`config.mk`:
```
export PLATFORM = sky130hd
export DESIGN_NAME = firmware_update_page_receiver_unit
export DESIGN_NICKNAME = d
export VERILOG_FILES = /design/src/design/fupr_pkg.sv /design/src/design/fupr_ram.sv /design/src/design/firmware_update_page_receiver_unit.sv
export SDC_FILE = /design/constraint.sdc
export NUM_CORES = 1
export LEC_CHECK = 0
export BUFFER_PORTS_ARGS = -buffer_cell sky130_fd_sc_hd__buf_2
export CAP_MARGIN = 20
export CORE_MARGIN = 5
export CORE_UTILIZATION = 39
export DETAILED_ROUTE_END_ITERATION = 6
export PLACE_DENSITY = 0.6
export SYNTH_ARGS = -nofsm -noshare
export SYNTH_HDL_FRONTEND = slang
export SYNTH_SLANG_ARGS = --single-unit
```
`constraint.sdc`:
```
create_clock -name i_clk -period 4.8 [get_ports i_clk]
set_clock_uncertainty 0.15 [all_clocks]
set_input_delay 0.72 -clock i_clk [delete_from_list [all_inputs] [get_ports i_clk]]
set_output_delay 0.72 -clock i_clk [all_outputs]
set_load 0.02 [all_outputs]
```
`src/design/fupr_pkg.sv`:
```
// Package: types, constants and codes of the firmware update page receiver.
package fupr_pkg;

    localparam int PageBytesDef = 32;

    typedef enum logic [2:0] {
        MODE_ENTER   = 3'd0,
        MODE_PROGRAM = 3'd1,
        MODE_LOAD    = 3'd2,
        MODE_HEADER  = 3'd3,
        MODE_DATA    = 3'd4,
        MODE_LEAVE   = 3'd5
    } t_mode;

    localparam logic [1:0] KIND_STATUS = 2'd0;
    localparam logic [1:0] KIND_MEM    = 2'd1;
    localparam logic [1:0] KIND_BOOT   = 2'd2;

    localparam logic [1:0] ST_OK    = 2'd0;
    localparam logic [1:0] ST_FAIL  = 2'd1;
    localparam logic [1:0] ST_RESET = 2'd2;

    localparam logic [2:0] REG_MEM_PRESENT = 3'd0;
    localparam logic [2:0] REG_OFF_OFS     = 3'd1;
    localparam logic [2:0] REG_UNOFF_OFS   = 3'd2;
    localparam logic [2:0] REG_OFF_ID      = 3'd3;
    localparam logic [2:0] REG_UNOFF_ID    = 3'd4;
    localparam logic [2:0] REG_REGION_END  = 3'd5;
    localparam logic [2:0] REG_BOOT_CODES  = 3'd6;

    typedef struct packed {
        logic [2:0] mode;
        logic [7:0] msg_length;
        logic [7:0] value0;
        logic [7:0] value1;
        logic [7:0] value2;
        logic [7:0] value3;
    } t_in_item;

    typedef struct packed {
        logic [1:0]  kind;
        logic [1:0]  status;
        logic        needs_reply;
        logic [15:0] mem_address;
        logic [7:0]  mem_data;
        logic        last;
    } t_out_item;

    typedef enum logic [2:0] {
        S_IDLE,
        S_DECIDE,
        S_EMIT,
        S_PAGE,
        S_STATUS
    } t_state;

endpackage

```
`src/design/fupr_ram.sv`:
```
// Generic single-port-write, registered-read RAM.
module fupr_ram #(
    parameter int WIDTH = 8,
    parameter int DEPTH = 32
) (
    input  logic                     i_clk,
    input  logic                     i_we,
    input  logic [$clog2(DEPTH)-1:0] i_waddr,
    input  logic [WIDTH-1:0]         i_wdata,
    input  logic [$clog2(DEPTH)-1:0] i_raddr,
    output logic [WIDTH-1:0]         o_rdata
);
    logic [WIDTH-1:0] r_mem [DEPTH];

    always_ff @(posedge i_clk) begin
        if (i_we) begin
            r_mem[i_waddr] <= i_wdata;
        end
        o_rdata <= r_mem[i_raddr];
    end
endmodule

```
`src/design/firmware_update_page_receiver_unit.sv`:
```
// Top level of the firmware update page receiver.
//
// Input channel: i_in_valid / o_in_stall carry one message (t_in_item) per
// transfer. Output channel: o_out_valid / i_out_stall carry result items
// (t_out_item); every message yields zero or more boot and write results
// followed by one status result with last set.
// Configuration: i_cfg_we, i_cfg_index, i_cfg_data write one register per
// cycle; write only while idle.
// A message is decided in the cycle after its transfer, then its results are
// loaded into the output register in turn and held while the receiver stalls.
// The status result comes last; a finished page is sent after one prefetch
// read, paced by the single read port of the page buffer.
// One message is handled at a time; o_in_stall is high from transfer until
// the status result is loaded into the output register, so a new message is
// taken only once the last one's status result is loaded.
// Reset (synchronous, active low) clears session state and registers to their
// defaults but r_item, r_base, r_out data and the page buffer (only read full).
// A stalled result is held unchanged in the output register.
module firmware_update_page_receiver_unit
    import fupr_pkg::*;
#(
    parameter int PAGE_BYTES = PageBytesDef
) (
    input  logic        i_clk,
    input  logic        i_rst_n,
    input  logic        i_in_valid,
    output logic        o_in_stall,
    input  t_in_item    i_in_data,
    output logic        o_out_valid,
    input  logic        i_out_stall,
    output t_out_item   o_out_data,
    input  logic        i_cfg_we,
    input  logic [2:0]  i_cfg_index,
    input  logic [23:0] i_cfg_data
);
    localparam int AW = $clog2(PAGE_BYTES);
    localparam int CW = $clog2(PAGE_BYTES + 1);

    // configuration
    logic        r_mem_present;
    logic [15:0] r_off_ofs, r_unoff_ofs, r_off_id, r_unoff_id, r_region_end;
    logic [23:0] r_boot_codes;

    // session state
    logic [7:0]  r_boot_choice, n_boot_choice;
    logic        r_armed, n_armed;
    logic [15:0] r_image_offset, n_image_offset;
    logic [15:0] r_target, n_target;
    logic [15:0] r_last_page, n_last_page;
    logic        r_page_new, n_page_new;
    logic [5:0]  r_fill, n_fill;
    logic [7:0]  r_exp_seq, n_exp_seq;
    logic        r_miss, n_miss;
    logic [15:0] r_size, n_size;
    logic [15:0] r_written, n_written;
    logic [7:0]  r_pending, n_pending;

    // sequencing
    t_state      r_state, n_state;
    t_in_item    r_item;
    logic [1:0]  r_st, n_st;
    logic        r_resp, n_resp;
    logic [2:0]  r_nwr, n_nwr;     // count of plain writes still to emit
    logic [2:0]  r_widx, n_widx;   // index of plain write
    logic        r_boot_first, n_boot_first;
    logic        r_emit_page, n_emit_page;
    logic [CW-1:0] r_pidx, n_pidx;
    logic [15:0] r_base, n_base;
    logic        r_out_valid, n_out_valid;
    t_out_item   r_out, n_out;

    logic [7:0]  ram_rdata;
    logic        ram_we;
    logic [AW-1:0] ram_raddr;

    logic [7:0] fs, of, uf;
    assign fs = r_boot_codes[7:0];
    assign of = r_boot_codes[15:8];
    assign uf = r_boot_codes[23:16];

    logic out_free;
    assign out_free = !r_out_valid || !i_out_stall;

    always_ff @(posedge i_clk) begin
        if (!i_rst_n) begin
            r_mem_present <= 1'b0;
            r_off_ofs     <= '0;
            r_unoff_ofs   <= '0;
            r_off_id      <= '0;
            r_unoff_id    <= '0;
            r_region_end  <= 16'hFFFF;
            r_boot_codes  <= '0;
        end else if (i_cfg_we) begin
            case (i_cfg_index)
                REG_MEM_PRESENT: r_mem_present <= i_cfg_data[0];
                REG_OFF_OFS:     r_off_ofs     <= i_cfg_data[15:0];
                REG_UNOFF_OFS:   r_unoff_ofs   <= i_cfg_data[15:0];
                REG_OFF_ID:      r_off_id      <= i_cfg_data[15:0];
                REG_UNOFF_ID:    r_unoff_id    <= i_cfg_data[15:0];
                REG_REGION_END:  r_region_end  <= i_cfg_data[15:0];
                REG_BOOT_CODES:  r_boot_codes  <= i_cfg_data;
                default: ;
            endcase
        end
    end

    // page buffer: written by data messages, read in byte order when a page is emitted
    assign ram_we = (r_state == S_DECIDE) && (r_item.mode == MODE_DATA) && r_armed
                    && (r_pending != 8'd0);

    fupr_ram #(.WIDTH(8), .DEPTH(PAGE_BYTES)) u_page_ram (
        .i_clk  (i_clk),
        .i_we   (ram_we),
        .i_waddr(r_fill[AW-1:0]),
        .i_wdata(r_item.value0),
        .i_raddr(ram_raddr),
        .o_rdata(ram_rdata)
    );

    // next-state logic
    always_comb begin
        n_state = r_state;
        case (r_state)
            S_IDLE:   if (i_in_valid) n_state = S_DECIDE;
            S_DECIDE: n_state = S_EMIT;
            S_EMIT: begin
                if (out_free && !r_boot_first && r_nwr == 3'd0) begin
                    n_state = r_emit_page ? S_PAGE : S_STATUS;
                end
            end
            S_PAGE: begin
                if (out_free && r_pidx == CW'(PAGE_BYTES)) n_state = S_STATUS;
            end
            S_STATUS: if (out_free) n_state = S_IDLE;
            default:  n_state = S_IDLE;
        endcase
    end

    // outputs and datapath
    always_comb begin
        logic [15:0] a16;
        logic [8:0]  sum;
        logic        done;
        n_boot_choice = r_boot_choice; n_armed = r_armed;
        n_image_offset = r_image_offset; n_target = r_target;
        n_last_page = r_last_page; n_page_new = r_page_new; n_fill = r_fill;
        n_exp_seq = r_exp_seq; n_miss = r_miss; n_size = r_size;
        n_written = r_written; n_pending = r_pending;
        n_st = r_st; n_resp = r_resp; n_nwr = r_nwr; n_widx = r_widx;
        n_boot_first = r_boot_first; n_emit_page = r_emit_page;
        n_pidx = r_pidx; n_base = r_base;
        n_out_valid = r_out_valid && i_out_stall;
        n_out = r_out;
        ram_raddr = r_pidx[AW-1:0];
        a16  = {r_item.value0, r_item.value1};
        sum  = 9'(r_fill) + 9'(r_item.msg_length) - 9'd1;
        done = 1'b0;
        case (r_state)
            S_IDLE: begin
                n_st = ST_OK; n_resp = 1'b0; n_nwr = '0; n_widx = '0;
                n_boot_first = 1'b0; n_emit_page = 1'b0; n_pidx = '0;
            end
            S_DECIDE: begin
                n_base = (r_boot_choice == of) ? r_off_id : r_unoff_id;
                case (r_item.mode)
                    MODE_ENTER: begin
                        n_resp = 1'b1;
                        if (r_item.msg_length != 8'd1) n_st = ST_FAIL;
                        else begin
                            n_boot_choice = r_item.value0;
                            n_written = '0;
                            n_last_page = 16'hFFFF;
                            if (!r_mem_present || r_item.value0 == fs) begin
                                n_armed = 1'b0; n_boot_first = 1'b1; n_st = ST_RESET;
                            end else if (r_item.value0 == of) begin
                                n_image_offset = r_off_ofs; n_armed = 1'b1;
                            end else if (r_item.value0 == uf) begin
                                n_image_offset = r_unoff_ofs; n_armed = 1'b1;
                            end else begin
                                n_armed = 1'b0; n_st = ST_FAIL;
                            end
                        end
                    end
                    MODE_PROGRAM: begin
                        n_resp = 1'b1;
                        if (r_item.msg_length != 8'd2 || !r_armed) n_st = ST_FAIL;
                        else begin
                            n_size = a16; n_nwr = 3'd6;
                        end
                    end
                    MODE_LOAD: begin
                        if (r_item.msg_length != 8'd2 || !r_armed) n_st = ST_FAIL;
                        else begin
                            n_page_new = (r_last_page != a16);
                            n_target = a16 + r_image_offset;
                            n_fill = '0; n_exp_seq = '0; n_miss = 1'b0; n_pending = '0;
                        end
                    end
                    MODE_HEADER: begin
                        if (!r_armed || r_item.msg_length == 8'd0 || r_pending != 8'd0)
                            n_st = ST_FAIL;
                        else if (r_item.value0 == r_exp_seq
                                 && sum <= 9'(PAGE_BYTES)) begin
                            n_exp_seq = r_exp_seq + 8'd1;
                            n_pending = r_item.msg_length - 8'd1;
                            done = (r_item.msg_length == 8'd1);
                        end else if (r_item.value0 < r_exp_seq) begin
                            n_st = ST_OK;
                        end else begin
                            if (!r_miss) begin
                                n_resp = 1'b1; n_miss = 1'b1;
                            end
                            n_st = ST_FAIL;
                        end
                    end
                    MODE_DATA: begin
                        if (!r_armed || r_pending == 8'd0) n_st = ST_FAIL;
                        else begin
                            n_fill = r_fill + 6'd1;
                            n_pending = r_pending - 8'd1;
                            done = (r_pending == 8'd1);
                        end
                    end
                    MODE_LEAVE: begin
                        n_resp = 1'b1;
                        if (r_item.msg_length != 8'd4 || !r_armed) n_st = ST_FAIL;
                        else if (r_written != r_size && r_written != 16'd0)
                            n_st = ST_FAIL;
                        else begin
                            n_boot_first = 1'b1; n_nwr = 3'd6; n_st = ST_RESET;
                        end
                    end
                    default: n_st = ST_FAIL;
                endcase
                if (done && n_fill == 6'(PAGE_BYTES)) begin
                    n_resp = 1'b1;
                    if (r_page_new) begin
                        n_emit_page = (r_target >= r_off_ofs) && (r_target < r_region_end);
                        n_written = r_written + 16'(PAGE_BYTES);
                        n_last_page = r_target - r_image_offset;
                    end
                end
            end
            S_EMIT: begin
                if (out_free) begin
                    if (r_boot_first) begin
                        n_out_valid = 1'b1;
                        n_out = '{kind: KIND_BOOT, status: ST_OK, needs_reply: 1'b0,
                                  mem_address: 16'd0,
                                  mem_data: (r_item.mode == MODE_ENTER) ? fs
                                                                        : r_boot_choice,
                                  last: 1'b0};
                        n_boot_first = 1'b0;
                    end else if (r_nwr != 3'd0) begin
                        n_out_valid = 1'b1;
                        n_out = '{kind: KIND_MEM, status: ST_OK, needs_reply: 1'b0,
                                  mem_address: r_base + 16'(r_widx), mem_data: 8'd0,
                                  last: 1'b0};
                        if (r_item.mode == MODE_LEAVE) begin
                            case (r_widx)
                                3'd0: n_out.mem_data = r_item.value0;
                                3'd1: n_out.mem_data = r_item.value1;
                                3'd2: n_out.mem_data = r_item.value2;
                                3'd3: n_out.mem_data = r_item.value3;
                                3'd4: n_out.mem_data = r_size[15:8];
                                default: n_out.mem_data = r_size[7:0];
                            endcase
                        end
                        n_nwr = r_nwr - 3'd1; n_widx = r_widx + 3'd1;
                    end else if (r_emit_page) begin
                        // prefetch first byte
                        n_pidx = '0;
                    end
                end
            end
            S_PAGE: begin
                // r_pidx == 0 read is in flight; data for byte pidx-1 is ram_rdata
                if (out_free) begin
                    if (r_pidx != '0) begin
                        n_out_valid = 1'b1;
                        n_out = '{kind: KIND_MEM, status: ST_OK, needs_reply: 1'b0,
                                  mem_address: r_target + 16'(r_pidx - CW'(1)),
                                  mem_data: ram_rdata, last: 1'b0};
                    end
                    if (r_pidx != CW'(PAGE_BYTES)) begin
                        n_pidx = r_pidx + CW'(1);
                        ram_raddr = r_pidx[AW-1:0];
                    end
                end else begin
                    // hold the read so ram_rdata stays on the byte being shown next
                    ram_raddr = AW'(r_pidx - CW'(1));
                end
            end
            S_STATUS: begin
                if (out_free) begin
                    n_out_valid = 1'b1;
                    n_out = '{kind: KIND_STATUS, status: r_st, needs_reply: r_resp,
                              mem_address: 16'd0, mem_data: 8'd0, last: 1'b1};
                end
            end
            default: ;
        endcase
    end

    always_ff @(posedge i_clk) begin
        if (!i_rst_n) begin
            r_state <= S_IDLE;
            r_boot_choice <= '0; r_armed <= 1'b0; r_image_offset <= '0;
            r_target <= '0; r_last_page <= 16'hFFFF; r_page_new <= 1'b0;
            r_fill <= '0; r_exp_seq <= '0; r_miss <= 1'b0; r_size <= '0;
            r_written <= '0; r_pending <= '0;
            r_out_valid <= 1'b0;
            r_nwr <= '0; r_widx <= '0; r_boot_first <= 1'b0; r_emit_page <= 1'b0;
            r_pidx <= '0; r_st <= ST_OK; r_resp <= 1'b0;
        end else begin
            r_state <= n_state;
            r_boot_choice <= n_boot_choice; r_armed <= n_armed;
            r_image_offset <= n_image_offset; r_target <= n_target;
            r_last_page <= n_last_page; r_page_new <= n_page_new;
            r_fill <= n_fill; r_exp_seq <= n_exp_seq; r_miss <= n_miss;
            r_size <= n_size; r_written <= n_written; r_pending <= n_pending;
            r_out_valid <= n_out_valid;
            r_nwr <= n_nwr; r_widx <= n_widx; r_boot_first <= n_boot_first;
            r_emit_page <= n_emit_page; r_pidx <= n_pidx;
            r_st <= n_st; r_resp <= n_resp;
        end
        r_base <= n_base;
        r_out  <= n_out;
        if (r_state == S_IDLE && i_in_valid) r_item <= i_in_data;
    end

    assign o_in_stall  = (r_state != S_IDLE);
    assign o_out_valid = r_out_valid;
    assign o_out_data  = r_out;

`ifndef SYNTHESIS
    a_stall_holds: assert property (@(posedge i_clk) disable iff (!i_rst_n)
        r_out_valid && i_out_stall |=> $stable(r_out))
        else $error("output changed under stall");
    a_fill_bound: assert property (@(posedge i_clk) disable iff (!i_rst_n)
        r_fill <= 6'(PAGE_BYTES))
        else $error("page fill beyond page size");
    a_no_take_busy: assert property (@(posedge i_clk) disable iff (!i_rst_n)
        r_state != S_IDLE |-> o_in_stall)
        else $error("input taken while busy");
`endif
endmodule
```
==> impl_metrics.py <==
metrics = {
    "timing": {
        "fin_ws_ns": 0.914,
        "worst_pin_slew_ns": 1.11,
        "setup_violations": 0,
        "rsz0062_at_grt": "false",
        "drv_slew": 0,
        "fmax_ghz": 0.257,
        "timing.final.hold_violations": 0,
        "timing.final.crit_share_pct": 81.0,
        "fin_crit_ns": 3.89,
        "slew_headroom_pct": 26.1,
        "finalSetupTns_ns": 0,
    },
    "detailed_routing": {
        "first_iter_violations": 1895,
        "route.detailed.drc": 0,
        "wl_um": 80000,
        "postRouteAntennaNets": 0,
        "wl_per_cell_um": 22.1,
        "vias": 20200,
        "drt_first_pass_iters": 5,
        "drt-vias-per-instance": 5.57,
    },
    "worst_setup_path": {
        "r2r_slack_ns": 0.91,
        "cp.arrival_ns": 3.98,
        "worstReg2RegEnd": "u_page_ram.r_mem[26][0]",
        "crit_required_ns": 4.89,
        "worstSetupStartpointType": "register",
        "crit_path_max_fanout": 14,
        "r2r_start": "r_item[42]",
        "crit_path_end_kind": "register",
        "worst_r2r_path_depth": 5,
        "crit_type": "reg -> reg",
    },
    "logic_synthesis": {
        "async_flop_share_pct": 0,
        "synth_edf_count": 345,
        "yosys.area.top_type": "edfxtp_1",
        "yosysWarnings": 0,
        "synth_seq_cells": 592,
        "ys.flop_type": "edfxtp_1",
        "yosysMostFrequentCell": "nand2_1",
        "synthTopCellsByArea": "edfxtp_1 (37%), dfxtp_1 (18%), mux4_2 (6.4%), ha_1 (5.5%), nand2_1 (4.8%)",
        "syn_area_per_cell_um2": 11.3,
        "yosysUniqueCellTypes": 93,
        "synth_area_um2": 28200,
        "synth_commonest_cells": "nand2_1 (363), edfxtp_1 (345), dfxtp_1 (247)",
        "yosysSeqAreaShare_pct": 54.2,
        "netlist_instances": 2504,
        "synth_top_area_share_pct": 36.7,
        "synth_nets": 2708,
    },
    "min_path": {
        "hold_class": "in -> reg",
        "whs_path_depth": 1,
        "min-delay-start": "i_in_data[38]",
        "min_to": "r_item[38]",
    },
    "final_layout": {
        "nFillCells": 6540,
        "syn_to_final_growth_pct": 14.1,
        "antenna_cells": 0,
        "drive_gt1_share_pct": 15.2,
        "finalNonFillerCells": 3619,
        "fin_nets": 2817,
        "postLayoutCellArea_um2": 32200,
    },
    "place": {
        "dp_slack_ns": 0.955,
        "dp.cells": 3492,
        "dp_hpwl_um": 57300,
        "numPortBuffers": 106,
        "place_congestion": 0.923,
        "placed_area_um2": 29900,
    },
    "grt": {
        "grt_max_degree": 117,
        "antenna_found_initial": 1,
        "grt_pass1_vias": 19900,
        "grt_overflow_total": 0,
        "grt_pass1_wl_um": 122000,
        "grt_use_total_pct": 20.1,
    },
    "status": {
        "run_status": "complete, no violations",
    },
    "cts": {
        "cts.repair.resized": 0,
        "cts.clk_slew.worst_paths_ns": 0.06,
        "ctsHtreeMaxLevel": 3,
        "clock_tree.root_cell": "clkbuf_16",
        "postCtsSetupBuffers": 0,
        "cts_hold_buf": 0,
        "clk_path_buf_depth": 3,
        "cts_sinks": 592,
        "insertion_delay_ns": 0.61,
        "cts_buffers": 68,
        "cts_tree": "yes",
    },
    "power": {
        "p_per_area_nw_per_um2": 429,
        "ir_worst_vdd_v": 0.000275,
        "report.power.total_mw": 13.8,
        "power.leakage_nw": 11.5,
    },
    "floorplanning": {
        "die_y_um": 279,
        "core_um2": 71600,
        "die_w_um": 279,
        "ios": 107,
        "placementRows": 98,
        "initial_utilization_pct": 39.4,
        "die_area_um2": 77900,
    },
    "run": {
        "maxCapViolCount": 0,
    },
}
worst max-delay path by stage:
stage                     startpoint                      end  slack [ns]  cells past startpoint
final                     r_item[42]  u_page_ram.r_mem[26][0]        0.91                      5
after global routing       r_fill[1]             r_pending[1]        0.52                     16
after CTS                  r_pidx[0]           o_out_data[24]        0.95                     13
after detailed placement   r_pidx[0]           o_out_data[24]        0.96                     13
after global placement     r_fill[1]             r_pending[0]        1.04                     16
after floorplan            r_pidx[0]           o_out_data[24]        0.95                     14
cells in the final DEF, fill, tap and decap left out, types with 15 or more instances in the layout:
cell type / instances
o211ai_1: 28
buf_4: 49
nand2b_1: 16
nand2_1: 363
dfxtp_1: 247
and2_1: 15
xor2_1: 53
mux4_2: 80
nand4_1: 34
o21ai_0: 62
inv_1: 117
a21oi_1: 198
mux2i_1: 28
edfxtp_1: 345
nor3_1: 33
nor2_1: 161
buf_2: 106
o22a_1: 16
a22oi_1: 16
xnor2_1: 84
mux2_2: 26
clkbuf_16: 69
o22ai_1: 18
a21o_1: 15
ha_1: 124
a211oi_1: 36
nand3_1: 51
nor2b_1: 19
report_power, final:
part / internal [mW] / leakage (nW) / switching [mW]
combinational: 0.797 / 5.26 / 1.56
sequential: 5.86 / 5.14 / 0.326
clock: 3.13 / 1.11 / 2.14
critical path, cell delays in order, from the launching register on:
cell      delay [ns]
edfxtp_1        0.52
clkinv_1        0.21
or3_1           0.59
nor2_1          0.82
nand2_1         0.50
nor2_1          0.71
flip-flops by register name, indices dropped and copies added, names as in the netlist, 24 cells and up:
signal            flops
r_item               43
o_out_data           30
r_boot_codes         24
u_page_ram.r_mem    256
through the flow:
| stage | util (%) | hold WS, ns |
|---|---|---|
| 3_3_place_gp | 41.8 | 0.289 |
| 6_report | 45.0 | 0.126 |
| 5_1_grt | 45.0 | 0.101 |
| 4_1_cts | 45.0 | 0.0937 |
| 3_5_place_dp | 41.8 | 0.296 |
| 2_1_floorplan | - | 0.283 |
cell families (layout without fill, tap and decap cells):
logic type                 Yosys count  in the layout  share of synthesized area [%]
and+or+nand+nor                    776            776                           12.6
DFF                                592            592                           54.2
AOI/OAI and AO/OA                  495            495                           11.3
buffers and inverters              239            404                           3.33
xor gates and xnor gates           139            139                           4.40
muxes                              134            134                           8.41
adders and majority gates          129            129                           5.85
layout make-up:
type	instances	area (µm²)	share of cell area, %
Sequential cell	592	15300	47.5
Multi-Input combinational cell	1673	12000	37.3
Clock buffer	91	1890	5.86
Tap cell	950	1190	3.69
Timing Repair Buffer	158	953	2.96
Inverter	120	453	1.40
Clock inverter	35	409	1.27
layer usage:
metal  track usage, %  up-vias  part of all wire [%]
met2             31.1      715                    45
met3             3.56      168                   6.6
li1                 -     9400                     -
met4             8.52        2                   4.6
met5                0        -                0.0088
met1             27.9     9889                    44
No activity file was read; power rests on OpenSTA's default activity.
